### config.mk
export PLATFORM = sky130hd
export DESIGN_NAME = oale_cell
export DESIGN_NICKNAME = d
export VERILOG_FILES = /design/src/hdl/ordered_array_list_engine_macros.svh /design/src/hdl/oale_pkg.sv /design/src/hdl/oale_cell.sv
export SDC_FILE = /design/constraint.sdc
export NUM_CORES = 1
export LEC_CHECK = 0
export BUFFER_PORTS_ARGS = -buffer_cell sky130_fd_sc_hd__buf_2
export CAP_MARGIN = 20
export CORE_UTILIZATION = 26
export CTS_BUF_LIST = sky130_fd_sc_hd__clkbuf_4 sky130_fd_sc_hd__clkbuf_8 sky130_fd_sc_hd__clkbuf_16
export CTS_CLUSTER_SIZE = 12
export DETAILED_ROUTE_END_ITERATION = 7
export GPL_TIMING_DRIVEN = 0
export HOLD_SLACK_MARGIN = 0.12
export SYNTH_ARGS = -nofsm -noshare
export SYNTH_HDL_FRONTEND = slang
export SYNTH_SLANG_ARGS = --single-unit
### constraint.sdc
create_clock -name clk_i -period 7.54 [get_ports clk_i]
set_clock_uncertainty 0.2 [all_clocks]
set_input_delay 1.508 -clock clk_i [delete_from_list [all_inputs] [get_ports clk_i]]
set_output_delay 1.508 -clock clk_i [all_outputs]
set_load 0.01 [all_outputs]
### src/hdl/ordered_array_list_engine_macros.svh
// Assertion helpers for the list engine top file.
// Each macro expects clk_i and rst_ni in the scope where it is used.
`ifndef ORDERED_ARRAY_LIST_ENGINE_MACROS_SVH
`define ORDERED_ARRAY_LIST_ENGINE_MACROS_SVH

// Consequent must hold in the same cycle as the antecedent.
`define OALE_ASSERT_SAME(lbl, ante, cons, msg) \
  lbl: assert property (@(posedge clk_i) disable iff (!rst_ni) (ante) |-> (cons)) \
    else $error(msg);

// Consequent must hold in the cycle after the antecedent.
`define OALE_ASSERT_NEXT(lbl, ante, cons, msg) \
  lbl: assert property (@(posedge clk_i) disable iff (!rst_ni) (ante) |=> (cons)) \
    else $error(msg);

`endif

### src/hdl/oale_pkg.sv
`default_nettype none

package oale_pkg;

  // Default list capacity and fixed field widths.
  localparam int unsigned CAPACITY_DEF = 256;
  localparam int unsigned POS_W        = 9;
  localparam int unsigned ELEM_W       = 32;
  // Number of cells folded by one first-level reduction group.
  localparam int unsigned GRP_SIZE     = 16;

  // Operation codes of an input item.
  typedef enum logic [3:0] {
    OP_PUSH_FRONT = 4'd0,
    OP_PUSH_BACK  = 4'd1,
    OP_INSERT     = 4'd2,
    OP_POP_FRONT  = 4'd3,
    OP_POP_BACK   = 4'd4,
    OP_DEL_POS    = 4'd5,
    OP_DEL_VALUE  = 4'd6,
    OP_LOCATE     = 4'd7,
    OP_GET        = 4'd8,
    OP_CLEAR      = 4'd9,
    OP_REVERSE    = 4'd10
  } op_e;

  // Status codes of a result item.
  typedef enum logic [2:0] {
    STS_OK        = 3'd0,
    STS_FULL      = 3'd1,
    STS_EMPTY     = 3'd2,
    STS_BAD_POS   = 3'd3,
    STS_NOT_FOUND = 3'd4
  } status_e;

  // What every cell of the row does in a given cycle.
  typedef enum logic [2:0] {
    CELL_HOLD  = 3'd0,
    CELL_OPEN  = 3'd1,
    CELL_CLOSE = 3'd2,
    CELL_CLEAR = 3'd3,
    CELL_SWAP  = 3'd4
  } cell_op_e;

  // Broadcast control common to all cells.
  typedef struct packed {
    cell_op_e                 op;
    logic                     phase;
    logic signed [ELEM_W-1:0] value;
  } cell_ctrl_t;

  typedef struct packed {
    op_e                      op;
    logic [POS_W-1:0]         position;
    logic signed [ELEM_W-1:0] value;
  } in_item_t;

  typedef struct packed {
    status_e                  status;
    logic signed [ELEM_W-1:0] elem_out;
    logic [POS_W-1:0]         found_position;
    logic [POS_W-1:0]         list_length;
    logic                     is_empty;
  } out_item_t;

endpackage

`default_nettype wire

### src/hdl/oale_cell.sv
`default_nettype none

module oale_cell import oale_pkg::*; #(
  parameter int unsigned CAPACITY = CAPACITY_DEF,
  parameter int unsigned INDEX    = 0
) (
  input  wire logic                            clk_i,
  input  wire cell_ctrl_t                      ctrl_i,
  input  wire logic [$clog2(CAPACITY)-1:0]     at_i,
  input  wire logic [$clog2(CAPACITY)-1:0]     sel_i,
  input  wire logic [$clog2(CAPACITY+1)-1:0]   cnt_i,
  input  wire logic signed [ELEM_W-1:0]        left_i,
  input  wire logic signed [ELEM_W-1:0]        right_i,
  output logic signed [ELEM_W-1:0]             data_o,
  output logic                                 hit_o,
  output logic signed [ELEM_W-1:0]             rd_o
);

  localparam int unsigned CW = $clog2(CAPACITY + 1);
  localparam logic [CW-1:0] K     = CW'(INDEX);
  localparam logic [CW-1:0] K_P1  = CW'(INDEX + 1);
  localparam logic          K_ODD = 1'(INDEX % 2);

  logic signed [ELEM_W-1:0] data_q, data_d;
  logic [CW-1:0]            at_x;
  logic [CW-1:0]            sel_x;

  assign at_x  = CW'(at_i);
  assign sel_x = CW'(sel_i);

  // Next element: hold, take from a neighbour, load the new value or clear.
  always_comb begin
    data_d = data_q;
    case (ctrl_i.op)
      CELL_OPEN: begin
        if (K == at_x) begin
          data_d = ctrl_i.value;
        end else if ((K > at_x) && (K <= cnt_i)) begin
          data_d = left_i;
        end
      end
      CELL_CLOSE: begin
        if (K_P1 == cnt_i) begin
          data_d = '0;
        end else if ((K >= at_x) && (K_P1 < cnt_i)) begin
          data_d = right_i;
        end
      end
      CELL_CLEAR: begin
        data_d = '0;
      end
      CELL_SWAP: begin
        // Pairs start at cells whose parity matches the phase.
        if (K_ODD == ctrl_i.phase) begin
          if (K_P1 < cnt_i) begin
            data_d = right_i;
          end
        end else if ((INDEX != 0) && (K < cnt_i)) begin
          data_d = left_i;
        end
      end
      default: begin
        data_d = data_q;
      end
    endcase
  end

  always_ff @(posedge clk_i) begin
    data_q <= data_d;
  end

  // Search match, limited to occupied cells, and the addressed read.
  assign hit_o  = (K < cnt_i) && (data_q == ctrl_i.value);
  assign rd_o   = (K == sel_x) ? data_q : '0;
  assign data_o = data_q;

endmodule

`default_nettype wire

# Word-level counts from Yosys, hierarchy flattened

Cells that the tools add are included.
Widths: inputs -> output; s select.

Input port bits: 126
Output and inout port bits: 65
Logic and storage cells: 31
Bits in registers: 32

Reduce and logical (&&, ||, !) cells: 7
Multiplexer cells: 8
Magnitude comparators: 5
Eq/ne operators: 10

Operators with widths:

| operator           | count |
|---|---|
| $mux 32            | 7 |
| $pmux 32 s4        | 1 |
| $eq 32x32->1       | 1 |
| $logic_not 9->1    | 2 |
| $lt 1x9->1 const A | 2 |
| $eq 1x9->1 const A | 1 |
| $le 1x9->1 const A | 1 |
| $ge 1x8->1 const A | 1 |
| $gt 1x8->1 const A | 1 |
| $eq 3x2->1 const B | 2 |
| $ne 3x3->1 const B | 2 |
| $reduce_and 5->1   | 1 |
| $ne 2x2->1 const B | 2 |
| $reduce_bool 4->1  | 1 |
| $eq 3x1->1 const B | 1 |
| $eq 3x3->1 const B | 1 |
| $logic_and 1x1->1  | 3 |

# Longest topological paths before layout

Depth in word-level cells: 5
Depth in mapped cells: 6
Depth with buffers taken out: 4

# Least setup slack after synthesis

OpenSTA, ideal clock, no wires.

Kind: input to output
Start: in sel_i[5]
End: out rd_o[10]
Stages on the path: 4
Data required time: 5.832 ns
Setup slack: 3.216 ns
Buffers on the path: 1
Arrival time: 2.616 ns
Cell sequence: or4_1 -> nor2_1 -> clkbuf_1 -> and2_1

Word-level cells in the longest chain between the ends: 2

RTL lines:

| what            | line            | RTL |
|---|---|---|
| from (decl)     | oale_cell.sv:10 | `input wire logic [$clog2(CAPACITY)-1:0] sel_i,` |
| $logic_not 9->1 | oale_cell.sv:74 | `assign rd_o = (K == sel_x) ? data_q : '0;` |
| $mux 32         | oale_cell.sv:74 |  |
| to (decl)       | oale_cell.sv:16 | `output logic signed [ELEM_W-1:0] rd_o` |

No other way between the ends.

# Final worst setup path

Start: in sel_i[5]
End: out rd_o[8]

Same word-level chain as after synthesis.

==> summary.md <==
| Metric | Value |
|---|---|
| Unrepaired setup endpoints after global routing | `false` |
| Synth Warn # | `0` |
| Initial drt markers | `50` |
| First-pass GRT wire length | `12.92 mm` |
| Ports | `191` |
| Total track usage | `0.1761` |
| Max Clk Rate | `199.6 MHz` |
| EDFF count, synth | `32` |
| Vias in the first global route | `2401` |
| Vias/cell | `4.670` |
| Clk sinks | `32` |
| Clock share of power | `0.267` |
| Startpoint Class | `primary input` |
| WL/cell | `16.62 um` |
| Hold Crit Depth | `2` |
| Synth cell types | `26` |
| Finished Layout Cells | `512` |
| Fraction of layout instances using a drive strength above 1 | `0.5012` |
| HPWL Detailed | `6.829 mm` |
| Synth area leader | `edfxtp_1` |
| Post-Route WL | `8.509 mm` |
| Largest net degree at the start of global routing | `18` |
| FF+latch count, synth | `32` |
| Max FFs per register | `32` |
| Peak supply drop | `0.05491 mV` |
| Max clock buf depth | `2` |
| Antenna violations before repair | `0` |
| TritonCTS buffer count | `5` |
| Clock-pin slew on the worst setup and hold paths | `0.07 ns` |
| Internal power | `0.3328 mW` |
| Overflow after GRT | `0` |
| ANT nets after route | `0` |
| Die area | `9471 um2` |
| # DRC | `0` |
| Die W | `97.32 um` |
| Top cells by area, synth | `edfxtp_1 (41%), mux2i_1 (14%), o2bb2ai_1 (12%), xor2_1 (12%), and2_1 (8.5%)` |
| Die Y | `97.32 um` |
| Area growth, synth to finish | `50.79%` |
| Critical Path AT | `3.30 ns` |
| Top cells by count, synth | `and2_1 (32), edfxtp_1 (32), mux2i_1 (32), o2bb2ai_1 (32), xor2_1 (32)` |
| Hold Buf Count CTS | `0` |
| Routed vias | `2391` |
| Core Rows | `34` |
| Sw Pwr | `0.1343 mW` |
| CTS tree | `yes` |
| Cts repair resizes | `0` |
| Port buffer count | `190` |
| # fillers | `901` |
| Final hold violations | `0` |
| Dpl ws | `2.505 ns` |
| Placed insts | `504` |
| Final min period | `5.010 ns` |
| PwrDens | `131.1 nW/um2` |
| Post-synthesis sequential area ratio | `0.4068` |
| H-tree lvl count | `2` |
| Tcrit/Tclk final | `0.6645` |
| Total Nets Final | `529` |
| Slew at the pin with the worst max-slew slack | `0.7033 ns` |
| Total power | `0.4670 mW` |
| Final setup fails | `0` |
| CP endpoint kind | `output pin` |
| CORE AREA | `8763 um2` |
| Final GP Congestion | `0.7428` |
| Max-Cap Viols | `0` |
| Share of the synthesized area in the top cell type | `0.4068` |
| Sequential share of power | `0.486` |
| Root Buffer | `clkbuf_8` |
| Post-Syn Nets | `331` |
| Relative slew slack | `0.5311` |
| Total Neg Setup Slack | `0 ns` |
| Top_reg_cell synth | `edfxtp_1` |
| FFs w/ async S/R, synth | `0` |
| Combinational share of power | `0.247` |
| Post-Syn Area | `2362 um2` |
| Crit path setup slack, layout | `2.530 ns` |
| TritonRoute pass-1 iters | `6` |
| Net Sw Frac | `0.2875` |
| Worst Hold Class | `primary input to flip-flop` |
| Setup Fix Bufs, Post-CTS | `0` |
| CP Data Required Time | `5.83 ns` |
| CP Class | `primary input to output pin` |
| Leakage power | `1.828 nW` |
| Initial core utilization | `0.2696` |
| Critical Path Fanout Max | `11` |
| Post-Syn Instances | `205` |
| Max-slew violation count | `0` |
| Average instance area after synthesis | `11.52 um2` |
| Run status | `completed` |
-- cell families (layout without fill, tap and decap cells) --
kind of cell	after synthesis	after routing	synth area share
and+or+nand+nor	55	55	0.1462
AOI/OAI and AO/OA	40	40	0.1462
xor gates and xnor gates	32	32	0.1186
muxes	32	32	0.1356
DFF	32	32	0.4068
buffers and inverters	14	212	0.04661
other	0	1	0
-- cell usage in the layout, fill, tap and decap left out, drive strengths merged --
cell type and instances:
nand4 2, o22ai 1, buf 196, clkinv 2
or4 6, a21o 1, o21bai 1, clkbuf 13
a32oi 1, a21oi 1, edfxtp 32, nand3b 1
a211oi 1, nor4 8, mux2i 32, or2 1
o31a 1, nor2b 1, nand2b 1, inv 1
o31ai 1, and2 32, diode 1, xor2 32
nor2 3, o2bb2ai 32
-- power groups by stage --
stage / clock [mW] / combinational (mW) / sequential [mW]
2_1_floorplan: 0 / 0.0419 / 0.236
3_3_place_gp: 0 / 0.113 / 0.231
3_5_place_dp: 0 / 0.117 / 0.231
4_1_cts: 0.131 / 0.117 / 0.227
5_1_grt: 0.136 / 0.127 / 0.229
6_report: 0.125 / 0.115 / 0.227
-- worst max-delay path, stage by stage --
cell      delay, ns
buf_2          0.09
or4_1          0.50
nor2_1         0.33
clkbuf_1       0.52
and2_1         0.20
buf_2          0.14
-- layout make-up --
| class | count | area [um2] | share of cell area |
|---|---|---|---|
| diodes | 1 | 2.502 | 0.0007025 |
| plain buffers | 13 | 106.4 | 0.02986 |
| clock buffers | 5 | 68.82 | 0.01932 |
| clock inverters | 2 | 7.507 | 0.002107 |
| inverters | 1 | 3.754 | 0.001054 |
| multi-input cells | 159 | 1299 | 0.3646 |
| flip-flops and latches | 32 | 960.9 | 0.2698 |
| well taps | 108 | 135.1 | 0.03793 |
| repair buffers | 191 | 978.4 | 0.2747 |
-- per-stage QoR --
| step | hold WS (ns) | util | area [um2] |
|---|---|---|---|
| after floorplan | 1.502 | - | 2362 |
| after global placement | 1.587 | 0.3935 | 3448 |
| after detailed placement | 1.592 | 0.3975 | 3483 |
| after CTS | 1.292 | 0.4062 | 3560 |
| after global routing | 1.297 | 0.4062 | 3560 |
| final | 1.304 | 0.4065 | 3562 |
-- final timing paths --
| path | startpoint | end | slack, ns |
|---|---|---|---|
| setup / recovery | sel_i[5] | rd_o[8] | 2.53 |
| hold / removal | right_i[12] | data_o[12] | 1.30 |
-- metal layers --
layer  wire (um)  track usage  vias up
li1            -            -     1176
met5           0            0        -
met2        4187       0.3180      120
met4          57      0.03507        0
met1        3698       0.2154     1091
met3         567      0.03741        4
No activity file was read; power rests on OpenSTA's default activity.
