[config.mk]
export PLATFORM = sky130hd
export DESIGN_NAME = oale_grp
export DESIGN_NICKNAME = d
export VERILOG_FILES = /design/src/hdl/ordered_array_list_engine_macros.svh /design/src/hdl/oale_pkg.sv /design/src/hdl/oale_grp.sv
export SDC_FILE = /design/constraint.sdc
export NUM_CORES = 1
export LEC_CHECK = 0
export BUFFER_PORTS_ARGS = -buffer_cell sky130_fd_sc_hd__buf_2
export CORE_AREA = 2 2 222 224
export DETAILED_ROUTE_END_ITERATION = 16
export DIE_AREA = 0 0 224 226
export GPL_TIMING_DRIVEN = 0
export PLACE_DENSITY = 0.3
export SETUP_SLACK_MARGIN = 0.5
export SLEW_MARGIN = 20
export SYNTH_ARGS = -nofsm -noshare
export SYNTH_HDL_FRONTEND = slang
export SYNTH_SLANG_ARGS = --single-unit
[constraint.sdc]
create_clock -name clk_i -period 1.2 [get_ports clk_i]
set_input_delay 0.06 -clock clk_i [delete_from_list [all_inputs] [get_ports clk_i]]
set_output_delay 0.06 -clock clk_i [all_outputs]
set_load 0.02 [all_outputs]
[src/hdl/ordered_array_list_engine_macros.svh]
// Assertion helpers for the list engine top file.
// Each macro expects clk_i and rst_ni in the scope where it is used.
`ifndef ORDERED_ARRAY_LIST_ENGINE_MACROS_SVH
`define ORDERED_ARRAY_LIST_ENGINE_MACROS_SVH

// Consequent must hold in the same cycle as the antecedent.
`define OALE_ASSERT_SAME(lbl, ante, cons, msg) \
  lbl: assert property (@(posedge clk_i) disable iff (!rst_ni) (ante) |-> (cons)) \
    else $error(msg);

// Consequent must hold in the cycle after the antecedent.
`define OALE_ASSERT_NEXT(lbl, ante, cons, msg) \
  lbl: assert property (@(posedge clk_i) disable iff (!rst_ni) (ante) |=> (cons)) \
    else $error(msg);

`endif

[src/hdl/oale_pkg.sv]
`default_nettype none

package oale_pkg;

  // Default list capacity and fixed field widths.
  localparam int unsigned CAPACITY_DEF = 256;
  localparam int unsigned POS_W        = 9;
  localparam int unsigned ELEM_W       = 32;
  // Number of cells folded by one first-level reduction group.
  localparam int unsigned GRP_SIZE     = 16;

  // Operation codes of an input item.
  typedef enum logic [3:0] {
    OP_PUSH_FRONT = 4'd0,
    OP_PUSH_BACK  = 4'd1,
    OP_INSERT     = 4'd2,
    OP_POP_FRONT  = 4'd3,
    OP_POP_BACK   = 4'd4,
    OP_DEL_POS    = 4'd5,
    OP_DEL_VALUE  = 4'd6,
    OP_LOCATE     = 4'd7,
    OP_GET        = 4'd8,
    OP_CLEAR      = 4'd9,
    OP_REVERSE    = 4'd10
  } op_e;

  // Status codes of a result item.
  typedef enum logic [2:0] {
    STS_OK        = 3'd0,
    STS_FULL      = 3'd1,
    STS_EMPTY     = 3'd2,
    STS_BAD_POS   = 3'd3,
    STS_NOT_FOUND = 3'd4
  } status_e;

  // What every cell of the row does in a given cycle.
  typedef enum logic [2:0] {
    CELL_HOLD  = 3'd0,
    CELL_OPEN  = 3'd1,
    CELL_CLOSE = 3'd2,
    CELL_CLEAR = 3'd3,
    CELL_SWAP  = 3'd4
  } cell_op_e;

  // Broadcast control common to all cells.
  typedef struct packed {
    cell_op_e                 op;
    logic                     phase;
    logic signed [ELEM_W-1:0] value;
  } cell_ctrl_t;

  typedef struct packed {
    op_e                      op;
    logic [POS_W-1:0]         position;
    logic signed [ELEM_W-1:0] value;
  } in_item_t;

  typedef struct packed {
    status_e                  status;
    logic signed [ELEM_W-1:0] elem_out;
    logic [POS_W-1:0]         found_position;
    logic [POS_W-1:0]         list_length;
    logic                     is_empty;
  } out_item_t;

endpackage

`default_nettype wire

[src/hdl/oale_grp.sv]
`default_nettype none

module oale_grp import oale_pkg::*; #(
  parameter int unsigned CAPACITY = CAPACITY_DEF,
  parameter int unsigned BASE     = 0
) (
  input  wire logic                          clk_i,
  input  wire logic                          hit_i [GRP_SIZE],
  input  wire logic signed [ELEM_W-1:0]      rd_i  [GRP_SIZE],
  output logic                               any_o,
  output logic [$clog2(CAPACITY)-1:0]        first_o,
  output logic [$clog2(CAPACITY)-1:0]        last_o,
  output logic signed [ELEM_W-1:0]           rd_o
);

  localparam int unsigned IW = $clog2(CAPACITY);

  logic                     any_d, any_q;
  logic [IW-1:0]            first_d, first_q;
  logic [IW-1:0]            last_d, last_q;
  logic signed [ELEM_W-1:0] rd_d, rd_q;

  // First and last match of the group and the OR of the addressed read.
  always_comb begin
    any_d   = 1'b0;
    first_d = '0;
    last_d  = '0;
    rd_d    = '0;
    for (int j = GRP_SIZE - 1; j >= 0; j--) begin
      if (hit_i[j]) begin
        first_d = IW'(BASE + j);
      end
    end
    for (int j = 0; j < GRP_SIZE; j++) begin
      if (hit_i[j]) begin
        last_d = IW'(BASE + j);
        any_d  = 1'b1;
      end
      rd_d = rd_d | rd_i[j];
    end
  end

  always_ff @(posedge clk_i) begin
    any_q   <= any_d;
    first_q <= first_d;
    last_q  <= last_d;
    rd_q    <= rd_d;
  end

  assign any_o   = any_q;
  assign first_o = first_q;
  assign last_o  = last_q;
  assign rd_o    = rd_q;

endmodule

`default_nettype wire

### Word level (Yosys, flattened, before mapping)

Index checks and enable logic that the tools add are counted.

* output and inout port bits: 49
* input port bits: 529
* word-level logic and storage cells: 66
* register bits: 49

* multiplexer cells: 30
* bitwise operators: 15
* reduce and logical (&&, ||, !) cells: 9

Operator list (count)
* $or A32 B32 Y32: 15
* $mux W4: 14
* $reduce_or A15 Y1: 2
* $mux W3: 8
* $reduce_or A8 Y1: 2
* $reduce_or A14 Y1: 1
* $mux W2: 4
* $reduce_or A4 Y1: 2
* $mux W1: 4
* $reduce_or A2 Y1: 2

### Logic depth before layout (Yosys ltp)

Gate-level depths: netlist of run 1.

* depth in word-level cells: 15
* gate-level depth with buffers: 4
* depth with buffers taken out: 4

### Worst setup path after synthesis of run 1

OpenSTA, ideal clock, no wires.

* path type: input-to-reg
* from: input hit_i[8] in the netlist's numbering
* to: register any_q (netlist: any_o)
* required time: 1073 ps
* path slack: 335 ps
* data arrival time: 738 ps
* stages on the path: 3
* setup time: 127 ps
* buffers on the path: 0
* path through: nor4_4 nand3_1 or3_1

* word-level cells in the longest chain between the ends: 1

Ends and longest elaborated chain
* start: declaration: line oale_grp.sv:8 `input wire logic hit_i [GRP_SIZE],`
* $reduce_or A15 Y1 (no source line)
* end signal: assignment: line oale_grp.sv:44 `any_q <= any_d;`
* end: declaration: line oale_grp.sv:18 `logic any_d, any_q;`

Every way passes these cells.
A chain may end at the register's enable or synchronous reset.

### Final worst setup path of run 1

* from: register rd_q[30] (netlist: rd_o[30])
* to: output rd_o[30]

RTL lines
* start: declaration: line oale_grp.sv:21 `logic signed [ELEM_W-1:0] rd_d, rd_q;`
* start signal: assignment: line oale_grp.sv:47 `rd_q <= rd_d;`
* end: declaration: line oale_grp.sv:13 `output logic signed [ELEM_W-1:0] rd_o`

No word-level cell between the ends.

==> results of run 1 <==
==> power by group through the flow <==
stage               sequential, uW  combinational [uW]  clock (uW)
floorplan                     1420                 165           0
global placement              1410                1160           0
detailed placement            1410                1160           0
CTS                           1380                1190        2020
global route                  1380                1300        2030
finish                        1380                1190        1810
==> cells in the mapped netlist, drive strengths merged <==
cell type	number	area (um^2)
conb	1	3.75
o21a	1	7.51
nand2	4	15.0
and3	1	6.26
o31ai	2	15.0
a311o	1	10.0
a21oi	4	20.0
nor2	12	45.0
dfxtp	41	821
or3	1	6.26
nand4	32	200
buf	8	60.1
inv	7	26.3
nor4	131	835
o22ai	1	6.26
nand3	2	10.0
nand2b	1	6.26
o21ai	5	25.0
o311ai	2	17.5
a31oi	1	6.26
a21o	2	15.0
==> tightest hold or removal path, cell delays in order <==
cell and delay (ns):
sky130_fd_sc_hd__buf_2 0.08, sky130_fd_sc_hd__nor4_1 0.03, sky130_fd_sc_hd__nand4_1 0.05
==> what timing repair did <==
action / CTS / global route
setup endpoints to repair: 45 / 45
hold endpoints to repair: 33 / 30
gates resized for setup: 134 / 5
pin swaps: 3 / 2
setup buffers: 3 / 1
==> cell type report <==
cell class / count / area, um^2 / area share, %
Buffer: 8 / 60.1 / 0.936
Antenna cell: 3 / 7.51 / 0.117
Clock inverter: 1 / 30.0 / 0.468
Clock buffer: 7 / 143 / 2.22
Timing Repair Buffer: 574 / 3170 / 49.4
Inverter: 7 / 26.3 / 0.410
Sequential cell: 41 / 872 / 13.6
Tap cell: 622 / 778 / 12.1
Multi-Input combinational cell: 211 / 1330 / 20.7
==> state kept, by name, summed over array words and instances, names as in the netlist <==
name / count
last_o: 4
any_o: 1
rd_o: 32
first_o: 4
==> worst paths after layout <==
kind	slack [ns]	depth (start not counted)	end	startpoint
hold / removal	-0.08	3	rd_o[25]	rd_i[25]
setup / recovery	0.33	1	rd_o[30]	rd_o[30]
==> through the flow <==
stage	cells	utilization (%)	area [um^2]	setup WS [ns]
after global placement	1458	12.0	5820	0.0320
after CTS	1470	13.2	6370	0.272
final	1474	13.3	6410	0.330
after floorplan	267	-	2190	0.336
after detailed placement	1458	12.0	5820	0.0250
after global routing	1474	13.3	6410	0.277
==> kinds of logic after synthesis <==
kind of cell	count (synthesis)	share of synthesized area (%)
AO/OA/AOI/OAI	19	5.68
other	1	0.174
flip-flops	41	38.1
buffers and inverters	15	4.00
AND/OR/NAND/NOR	184	52.1
==> metal layers <==
layer	track usage (%)	vias up	share of wire, %
met2	14.5	339	53
met5	0	-	0.043
li1	-	2296	-
met3	2.56	40	8.5
met4	4.41	2	4.3
met1	7.17	2027	35
==> run_summary.xml, run 1 <==
<?xml version="1.0" encoding="UTF-8"?>
<metrics>
  <group name="route">
    <metric name="remaining_drc_errors" unit="">0</metric>
    <metric name="route.vias.total" unit="">4704</metric>
    <metric name="post_drt_wl_per_cell" unit="um">14.2</metric>
    <metric name="via_per_inst" unit="">3.19</metric>
    <metric name="drt_pre_antenna_iters" unit="">4</metric>
    <metric name="drc_marker_count_from_the_first_detailed_route_iteration" unit="">97</metric>
    <metric name="remaining_antenna_violation_count" unit="">0</metric>
    <metric name="drt_wl_total" unit="mm">20.9</metric>
  </group>
  <group name="outcome">
    <metric name="violations" unit="">hold timing</metric>
    <metric name="outcome" unit="">finished, violations left</metric>
  </group>
  <group name="floorplan">
    <metric name="die_x" unit="um">224</metric>
    <metric name="initial_utilization" unit="%">4.46</metric>
    <metric name="row_count" unit="">81</metric>
    <metric name="design.die.area" unit="mm^2">0.0506</metric>
    <metric name="fp.dieH" unit="um">226</metric>
    <metric name="num_io_pins" unit="">578</metric>
    <metric name="core_region_area" unit="mm^2">0.0483</metric>
  </group>
  <group name="synth">
    <metric name="synthCells" unit="">260</metric>
    <metric name="synth-seq-cells" unit="">41</metric>
    <metric name="netlist-cell-type-count" unit="">25</metric>
    <metric name="synth_cell_area" unit="mm^2">0.00216</metric>
    <metric name="yosysSeqAreaShare" unit="%">38.1</metric>
    <metric name="syn_area_per_cell" unit="um^2">8.30</metric>
    <metric name="synth.yosys.warnings" unit="">0</metric>
  </group>
  <group name="global_routing">
    <metric name="groute.usage.overall" unit="%">7.67</metric>
    <metric name="first_global_vias" unit="">4706</metric>
    <metric name="grt_antenna_before_repair" unit="">7</metric>
    <metric name="grt_pass1_wl" unit="mm">27.2</metric>
    <metric name="total_global_routing_overflow" unit="">0</metric>
    <metric name="maximum_number_of_pins_on_one_net_before_global_route_repair" unit="">13</metric>
  </group>
  <group name="placed_design">
    <metric name="port_buffers" unit="">569</metric>
    <metric name="post-dp-hpwl" unit="mm">19.0</metric>
    <metric name="place_congestion" unit="">0.850</metric>
  </group>
  <group name="worst_setup_path">
    <metric name="capturing_element_type_of_the_critical_path" unit="">primary output</metric>
    <metric name="critical_path.cell_chain" unit="">buf_6</metric>
    <metric name="critical_path.n_buffers_inverters" unit="">1</metric>
    <metric name="path_max_fanout" unit="">1</metric>
    <metric name="critical_path.startpoint_type" unit="">flop</metric>
    <metric name="slowest_delay" unit="ns">0.35</metric>
    <metric name="cp_data_arrival_time" unit="ns">0.81</metric>
    <metric name="worst_path_dominant_cell_family" unit="">flip-flops</metric>
    <metric name="critPathKind" unit="">flop to primary output</metric>
    <metric name="crit_slowest_cell" unit="">sky130_fd_sc_hd__dfxtp_2</metric>
    <metric name="cp_required" unit="ns">1.14</metric>
  </group>
  <group name="clock_network">
    <metric name="htree_levels" unit="">2</metric>
    <metric name="cts-buffers-inserted" unit="">5</metric>
    <metric name="clock-root-buffer" unit="">sky130_fd_sc_hd__clkbuf_16</metric>
    <metric name="clock_tree.buffer_depth" unit="">2</metric>
    <metric name="clkSlewWorstSetupHoldPaths" unit="ns">0.08</metric>
    <metric name="tritoncts" unit="">yes</metric>
    <metric name="postCtsHoldBufs" unit="">1</metric>
    <metric name="cts.sinks" unit="">41</metric>
  </group>
  <group name="pwr">
    <metric name="p_switching" unit="uW">1230</metric>
    <metric name="combinationalPowerShare" unit="%">27.2</metric>
    <metric name="leakage" unit="uW">0.00300</metric>
    <metric name="clock_power_share" unit="%">41.3</metric>
    <metric name="pwr_density_cell" unit="mW/mm^2">683</metric>
    <metric name="sequential_share_of_power" unit="%">31.5</metric>
    <metric name="internal-power" unit="uW">3150</metric>
    <metric name="post_layout_power" unit="uW">4380</metric>
    <metric name="peakVddDrop" unit="mV">0.433</metric>
    <metric name="power_switching_share" unit="%">28.1</metric>
  </group>
  <group name="flow_run">
    <metric name="max_cap_violations" unit="">0</metric>
  </group>
  <group name="min_path">
    <metric name="timing.hold.worst.class" unit="">primary input to flop</metric>
  </group>
  <group name="sta">
    <metric name="grt_setup_unrepaired" unit="">yes</metric>
    <metric name="final_period_minus_worst_setup_slack" unit="ns">0.870</metric>
    <metric name="final.period_utilization" unit="%">72.5</metric>
    <metric name="finalSetupViolCount" unit="">0</metric>
    <metric name="fmax" unit="GHz">1.15</metric>
    <metric name="timing.hold.ws" unit="ns">-0.0751</metric>
    <metric name="timing.setup.tns" unit="ns">0</metric>
    <metric name="finalMaxSlewViolations" unit="">0</metric>
    <metric name="hold_violations" unit="">31</metric>
  </group>
  <group name="final_layout">
    <metric name="nNetsFinal" unit="">1377</metric>
    <metric name="count_of_filler_cells_inserted_in_the_layout" unit="">5550</metric>
    <metric name="leading_cell_type_in_the_layout_fill_and_taps_excluded" unit="">sky130_fd_sc_hd__buf_2</metric>
    <metric name="layout-drive-gt1-share" unit="%">75.4</metric>
    <metric name="mostFrequentLayoutCells" unit="">sky130_fd_sc_hd__buf_2 (525), sky130_fd_sc_hd__nor4_1 (125), sky130_fd_sc_hd__dfxtp_2 (41)</metric>
    <metric name="flow.area_growth_from_synthesis" unit="%">197</metric>
  </group>
</metrics>
(Power assumes the default switching activity.)
==> run 2: changes to the inputs <==
--- a/config.mk
+++ b/config.mk
@@ -6,9 +6,9 @@
 export NUM_CORES = 1
 export LEC_CHECK = 0
 export BUFFER_PORTS_ARGS = -buffer_cell sky130_fd_sc_hd__buf_2
-export CORE_AREA = 2 2 222 224
+export CORE_AREA = 2 2 227 229
 export DETAILED_ROUTE_END_ITERATION = 16
-export DIE_AREA = 0 0 224 226
+export DIE_AREA = 0 0 229 231
 export GPL_TIMING_DRIVEN = 0
 export PLACE_DENSITY = 0.3
 export SETUP_SLACK_MARGIN = 0.5
==> constraint.sdc (replaced) <==
create_clock -name clk_i -period 0.8 [get_ports clk_i]
set_input_delay 0.04 -clock clk_i [delete_from_list [all_inputs] [get_ports clk_i]]
set_output_delay 0.04 -clock clk_i [all_outputs]
set_load 0.02 [all_outputs]
==> run 2 against run 1 <==
  * The flow finishes with violations (hold timing, setup timing)
  * Clock-buffer cell count is 2 lower
  * Core utilization up 5.2 points
  * Cell count up 4.5%
  * Critical path depth did not move
  * Worst setup slack got worse by 0.38 ns
  * First-iteration DRC count is 59% lower
  * Sequential power is 41% higher
  * Non-clock buffer count is 9 higher
  * Global-route usage increased by 0.35 points
  * Cell area rose by 46%
==> run_summary.xml, run 2 (same netlist as run 1, synthesis figures left out) <==
<?xml version="1.0" encoding="UTF-8"?>
<metrics>
  <group name="clock_network">
    <metric name="clkSlewWorstSetupHoldPaths" unit="ns">0.08</metric>
    <metric name="clock_tree.buffer_depth" unit="">2</metric>
    <metric name="tritoncts" unit="">yes</metric>
    <metric name="cts-buffers-inserted" unit="">5</metric>
    <metric name="htree_levels" unit="">2</metric>
    <metric name="cts.sinks" unit="">41</metric>
    <metric name="clock-root-buffer" unit="">sky130_fd_sc_hd__clkbuf_16</metric>
  </group>
  <group name="worst_setup_path">
    <metric name="critical_path.startpoint_type" unit="">flop</metric>
    <metric name="path_max_fanout" unit="">1</metric>
    <metric name="critical_path.n_buffers_inverters" unit="">1</metric>
    <metric name="critical_path.cell_chain" unit="">buf_6</metric>
    <metric name="crit_slowest_cell" unit="">sky130_fd_sc_hd__dfxtp_4</metric>
    <metric name="cp_required" unit="ns">0.76</metric>
    <metric name="worst_path_dominant_cell_family" unit="">flip-flops</metric>
    <metric name="cp_data_arrival_time" unit="ns">0.81</metric>
    <metric name="capturing_element_type_of_the_critical_path" unit="">primary output</metric>
    <metric name="slowest_delay" unit="ns">0.36</metric>
    <metric name="critPathKind" unit="">flop to primary output</metric>
  </group>
  <group name="flow_run">
    <metric name="max_cap_violations" unit="">0</metric>
  </group>
  <group name="floorplan">
    <metric name="fp.dieH" unit="um">231</metric>
    <metric name="row_count" unit="">83</metric>
    <metric name="num_io_pins" unit="">578</metric>
    <metric name="design.die.area" unit="mm^2">0.0529</metric>
    <metric name="core_region_area" unit="mm^2">0.0507</metric>
    <metric name="die_x" unit="um">229</metric>
    <metric name="initial_utilization" unit="%">4.26</metric>
  </group>
  <group name="final_layout">
    <metric name="nNetsFinal" unit="">1386</metric>
    <metric name="count_of_filler_cells_inserted_in_the_layout" unit="">5673</metric>
    <metric name="flow.area_growth_from_synthesis" unit="%">334</metric>
    <metric name="mostFrequentLayoutCells" unit="">sky130_fd_sc_hd__buf_2 (386), sky130_fd_sc_hd__buf_6 (172), sky130_fd_sc_hd__nor4_4 (90)</metric>
    <metric name="layout-drive-gt1-share" unit="%">93.5</metric>
    <metric name="final-seq-area" unit="um^2">975</metric>
    <metric name="final_core_utilization" unit="%">18.5</metric>
    <metric name="leading_cell_type_in_the_layout_fill_and_taps_excluded" unit="">sky130_fd_sc_hd__buf_2</metric>
    <metric name="max_ffs_per_register" unit="">32</metric>
    <metric name="multi_input_comb_area" unit="mm^2">0.00307</metric>
  </group>
  <group name="placed_design">
    <metric name="port_buffers" unit="">569</metric>
    <metric name="place_congestion" unit="">0.766</metric>
    <metric name="post-dp-hpwl" unit="mm">19.4</metric>
  </group>
  <group name="min_path">
    <metric name="timing.hold.worst.class" unit="">primary input to flop</metric>
  </group>
  <group name="pwr">
    <metric name="leakage" unit="uW">0.00361</metric>
    <metric name="peakVddDrop" unit="mV">0.695</metric>
    <metric name="pwr_density_cell" unit="mW/mm^2">797</metric>
  </group>
  <group name="sta">
    <metric name="finalSetupViolCount" unit="">41</metric>
    <metric name="final_critical_path_setup_slack" unit="ns">-0.0525</metric>
    <metric name="final.period_utilization" unit="%">107</metric>
    <metric name="final_period_minus_worst_setup_slack" unit="ns">0.853</metric>
    <metric name="grt_setup_unrepaired" unit="">yes</metric>
    <metric name="finalMaxSlewViolations" unit="">0</metric>
    <metric name="fmax" unit="GHz">1.17</metric>
    <metric name="timing.hold.ws" unit="ns">-0.0942</metric>
    <metric name="hold_violations" unit="">35</metric>
  </group>
  <group name="outcome">
    <metric name="violations" unit="">hold timing, setup timing</metric>
    <metric name="outcome" unit="">finished, violations left</metric>
  </group>
  <group name="global_routing">
    <metric name="grt_pass1_wl" unit="mm">30.8</metric>
    <metric name="first_global_vias" unit="">5185</metric>
    <metric name="total_global_routing_overflow" unit="">0</metric>
    <metric name="groute.usage.overall" unit="%">8.02</metric>
    <metric name="maximum_number_of_pins_on_one_net_before_global_route_repair" unit="">14</metric>
    <metric name="grt_antenna_before_repair" unit="">5</metric>
  </group>
  <group name="route">
    <metric name="post_drt_wl_per_cell" unit="um">14.7</metric>
    <metric name="remaining_drc_errors" unit="">0</metric>
    <metric name="remaining_antenna_violation_count" unit="">0</metric>
    <metric name="drc_marker_count_from_the_first_detailed_route_iteration" unit="">40</metric>
    <metric name="drt_pre_antenna_iters" unit="">4</metric>
    <metric name="via_per_inst" unit="">3.13</metric>
    <metric name="route.vias.total" unit="">4817</metric>
    <metric name="drt_wl_total" unit="mm">22.6</metric>
  </group>
</metrics>
[run 2: worst paths after layout]
kind	slack (ns)	depth (start not counted)	from	endpoint
worst max-delay path	-0.05	1	rd_o[7]	rd_o[7]
worst min-delay path	-0.09	3	rd_i[203]	rd_o[11]
[run 2: what timing repair did]
| action | 4_1_cts | 5_1_grt |
|---|---|---|
| endpoints found under the hold margin | 36 | 35 |
| setup endpoints to repair | 80 | 82 |
| setup buffers | 5 | 9 |
| gates resized for setup | 258 | 118 |
| pin swaps | 98 | 96 |
[run 2: final cells by class]
| cell class | instances | area share, % |
|---|---|---|
| tap | 680 | 9.09 |
| antenna | 2 | 0.0535 |
| clock buffer | 5 | 1.34 |
| buffer | 8 | 0.642 |
| clock inverter | 3 | 0.187 |
| inverter | 7 | 0.575 |
| timing repair buffer | 583 | 44.9 |
| sequential | 41 | 10.4 |
| multi-input combinational | 211 | 32.8 |
[run 2: through the flow]
step,setup TNS (ns),setup WS [ns],instance area (um^2),std cells,total power (uW)
global route,-3.13,-0.107,9350,1539,8030
global placement,-2.78,-0.518,7180,1516,4210
detailed placement,-2.68,-0.490,7180,1516,4230
floorplan,-0.0386,-0.0386,3480,267,2390
finish,-1.26,-0.0525,9360,1540,7460
CTS,-3.25,-0.115,8570,1529,7430
[run 2: metal layers]
layer | global-route usage (%) | share of wire [%]
met5 | 0 | 0
met3 | 2.85 | 9.5
met4 | 3.21 | 2.4
met2 | 14.7 | 53
met1 | 8.28 | 35
[run 2: report_power, final]
part | total, uW | switching (uW) | internal [uW]
logic | 3160 | 1330 | 1830
registers | 1940 | 12.4 | 1930
clock network | 2360 | 1200 | 1160
==> run 3: changes to the inputs <==
--- a/config.mk
+++ b/config.mk
@@ -11,7 +11,7 @@
 export DIE_AREA = 0 0 229 231
 export GPL_TIMING_DRIVEN = 0
 export PLACE_DENSITY = 0.3
-export SETUP_SLACK_MARGIN = 0.5
+export SETUP_SLACK_MARGIN = 0.2
 export SLEW_MARGIN = 20
 export SYNTH_ARGS = -nofsm -noshare
 export SYNTH_HDL_FRONTEND = slang
==> run 3 against run 2 <==
  * The flow still finishes with violations (hold timing, setup timing)
  * Sequential power increased by 6%
  * Power decreased by 15%
  * Non-clock buffer count decreased by 11
  * Hold slack improved by 0.0037 ns
  * Via count decreased by 2.3%
  * Critical path depth unchanged
  * Largest cell class unchanged
==> run_summary.xml, run 3 (same netlist as run 1, synthesis figures left out) <==
<?xml version="1.0" encoding="UTF-8"?>
<metrics>
  <group name="clock_network">
    <metric name="tritoncts" unit="">yes</metric>
    <metric name="cts-buffers-inserted" unit="">5</metric>
    <metric name="htree_levels" unit="">2</metric>
    <metric name="clkSlewWorstSetupHoldPaths" unit="ns">0.08</metric>
    <metric name="cts.sinks" unit="">41</metric>
    <metric name="clock-root-buffer" unit="">sky130_fd_sc_hd__clkbuf_16</metric>
    <metric name="clock_tree.buffer_depth" unit="">2</metric>
  </group>
  <group name="outcome">
    <metric name="outcome" unit="">finished, violations left</metric>
    <metric name="violations" unit="">hold timing, setup timing</metric>
  </group>
  <group name="global_routing">
    <metric name="grt_pass1_wl" unit="mm">26.8</metric>
    <metric name="total_global_routing_overflow" unit="">0</metric>
    <metric name="first_global_vias" unit="">4810</metric>
    <metric name="maximum_number_of_pins_on_one_net_before_global_route_repair" unit="">14</metric>
    <metric name="groute.usage.overall" unit="%">7.10</metric>
    <metric name="grt_antenna_before_repair" unit="">9</metric>
  </group>
  <group name="worst_setup_path">
    <metric name="critical_path.n_buffers_inverters" unit="">1</metric>
    <metric name="path_max_fanout" unit="">1</metric>
    <metric name="critPathKind" unit="">flop to primary output</metric>
    <metric name="slowest_delay" unit="ns">0.35</metric>
    <metric name="critical_path_cell_count" unit="">1</metric>
    <metric name="worst_path_dominant_cell_family" unit="">flip-flops</metric>
    <metric name="capturing_element_type_of_the_critical_path" unit="">primary output</metric>
    <metric name="cp_required" unit="ns">0.76</metric>
    <metric name="critical_path.cell_chain" unit="">buf_6</metric>
    <metric name="cp_data_arrival_time" unit="ns">0.80</metric>
    <metric name="timing.critical_path.from" unit="">rd_o[13]</metric>
    <metric name="critical_path.startpoint_type" unit="">flop</metric>
    <metric name="crit_slowest_cell" unit="">sky130_fd_sc_hd__dfxtp_4</metric>
    <metric name="critPathCapture" unit="">rd_o[13]</metric>
  </group>
  <group name="route">
    <metric name="via_per_inst" unit="">3.07</metric>
    <metric name="drc_marker_count_from_the_first_detailed_route_iteration" unit="">79</metric>
    <metric name="remaining_antenna_violation_count" unit="">0</metric>
    <metric name="route.vias.total" unit="">4708</metric>
    <metric name="post_drt_wl_per_cell" unit="um">13.2</metric>
    <metric name="drt_wl_total" unit="mm">20.2</metric>
    <metric name="drt_pre_antenna_iters" unit="">4</metric>
    <metric name="remaining_drc_errors" unit="">0</metric>
  </group>
  <group name="pwr">
    <metric name="post_layout_power" unit="uW">6370</metric>
    <metric name="pwr_density_cell" unit="mW/mm^2">977</metric>
    <metric name="leakage" unit="uW">0.00299</metric>
    <metric name="peakVddDrop" unit="mV">0.627</metric>
  </group>
  <group name="sta">
    <metric name="grt_setup_unrepaired" unit="">yes</metric>
    <metric name="final.period_utilization" unit="%">105</metric>
    <metric name="timing.hold.ws" unit="ns">-0.0905</metric>
    <metric name="fmax" unit="GHz">1.19</metric>
    <metric name="finalSetupViolCount" unit="">23</metric>
    <metric name="timing.setup.tns" unit="ns">-0.262</metric>
    <metric name="finalMaxSlewViolations" unit="">0</metric>
    <metric name="final_period_minus_worst_setup_slack" unit="ns">0.837</metric>
    <metric name="hold_violations" unit="">33</metric>
    <metric name="final_critical_path_setup_slack" unit="ns">-0.0370</metric>
  </group>
  <group name="final_layout">
    <metric name="nNetsFinal" unit="">1375</metric>
    <metric name="final_core_utilization" unit="%">12.9</metric>
    <metric name="flow.area_growth_from_synthesis" unit="%">202</metric>
    <metric name="count_of_filler_cells_inserted_in_the_layout" unit="">5915</metric>
    <metric name="leading_cell_type_in_the_layout_fill_and_taps_excluded" unit="">sky130_fd_sc_hd__buf_2</metric>
    <metric name="layout-drive-gt1-share" unit="%">76.2</metric>
    <metric name="mostFrequentLayoutCells" unit="">sky130_fd_sc_hd__buf_2 (524), sky130_fd_sc_hd__nor4_1 (124), sky130_fd_sc_hd__buf_6 (41)</metric>
    <metric name="max_ffs_per_register" unit="">32</metric>
  </group>
  <group name="placed_design">
    <metric name="port_buffers" unit="">569</metric>
    <metric name="place_congestion" unit="">0.848</metric>
    <metric name="dp_slack" unit="ns">-0.350</metric>
    <metric name="post-dp-hpwl" unit="mm">18.4</metric>
  </group>
  <group name="floorplan">
    <metric name="num_io_pins" unit="">578</metric>
    <metric name="fp.dieH" unit="um">231</metric>
    <metric name="die_x" unit="um">229</metric>
    <metric name="row_count" unit="">83</metric>
    <metric name="core_region_area" unit="mm^2">0.0507</metric>
    <metric name="initial_utilization" unit="%">4.26</metric>
    <metric name="design.die.area" unit="mm^2">0.0529</metric>
  </group>
  <group name="min_path">
    <metric name="timing.hold.worst_path_depth" unit="">3</metric>
    <metric name="timing.hold.worst.class" unit="">primary input to flop</metric>
  </group>
  <group name="flow_run">
    <metric name="max_cap_violations" unit="">0</metric>
  </group>
</metrics>
run 3: cell types whose count changed in the layout (fill, tap and decap cells not counted), moves of 5 or more:
cell	change
sky130_fd_sc_hd__buf_2	+138
sky130_fd_sc_hd__buf_6	-131
sky130_fd_sc_hd__nor4_1	+124
sky130_fd_sc_hd__nor4_4	-88
sky130_fd_sc_hd__dfxtp_2	+40
sky130_fd_sc_hd__dfxtp_4	-40
sky130_fd_sc_hd__nor4_2	-36
sky130_fd_sc_hd__buf_8	-11
sky130_fd_sc_hd__nor2_1	+8
sky130_fd_sc_hd__nor2_4	-6
sky130_fd_sc_hd__diode_2	+5
run 3: layer usage:
layer / track usage [%] / wire length (um)
met2: 13.4 / 10600
met4: 3.94 / 823
met5: 0 / 21
met3: 2.52 / 1840
met1: 6.68 / 6860
run 3: worst min-delay path by stage:
stage / slack [ns] / end / from
floorplan: 0.14 / last_o[2] / hit_i[3]
global placement: 0.24 / rd_o[27] / rd_i[27]
detailed placement: 0.24 / rd_o[2] / rd_i[2]
CTS: -0.13 / rd_o[11] / rd_i[11]
global route: -0.11 / rd_o[27] / rd_i[27]
finish: -0.09 / rd_o[19] / rd_i[19]
run 3: what timing repair did:
item	in CTS	in global routing
pin swaps	2	2
resized for setup	135	11
buffers inserted	2	1
hold endpoints to repair	34	33
endpoints found under the setup margin	47	49
run 3: cell type report:
class	count	area [um^2]	share of cell area, %
plain buffers	8	60.1	0.921
clock inverters	1	8.76	0.134
clock buffers	7	153	2.34
repair buffers	572	3150	48.3
flip-flops and latches	41	875	13.4
multi-input cells	211	1370	20.9
well taps	680	851	13.0
diodes	7	17.5	0.269
inverters	7	38.8	0.595
run 3: tightest hold or removal path: stages:
cell	delay (ns)
sky130_fd_sc_hd__buf_2	0.07
sky130_fd_sc_hd__nor4_1	0.03
sky130_fd_sc_hd__nand4_1	0.05
run 3: through the flow:
stage / cells / cell area, um^2
detailed placement: 1516 / 5910
floorplan: 267 / 2210
CTS: 1526 / 6440
finish: 1534 / 6520
global placement: 1516 / 5910
global route: 1534 / 6520
run 3: report_power, final:
part	internal (uW)	switching [uW]	total, uW
sequential	2050	7.68	2060
clock	1350	1150	2500
combinational	1100	710	1810
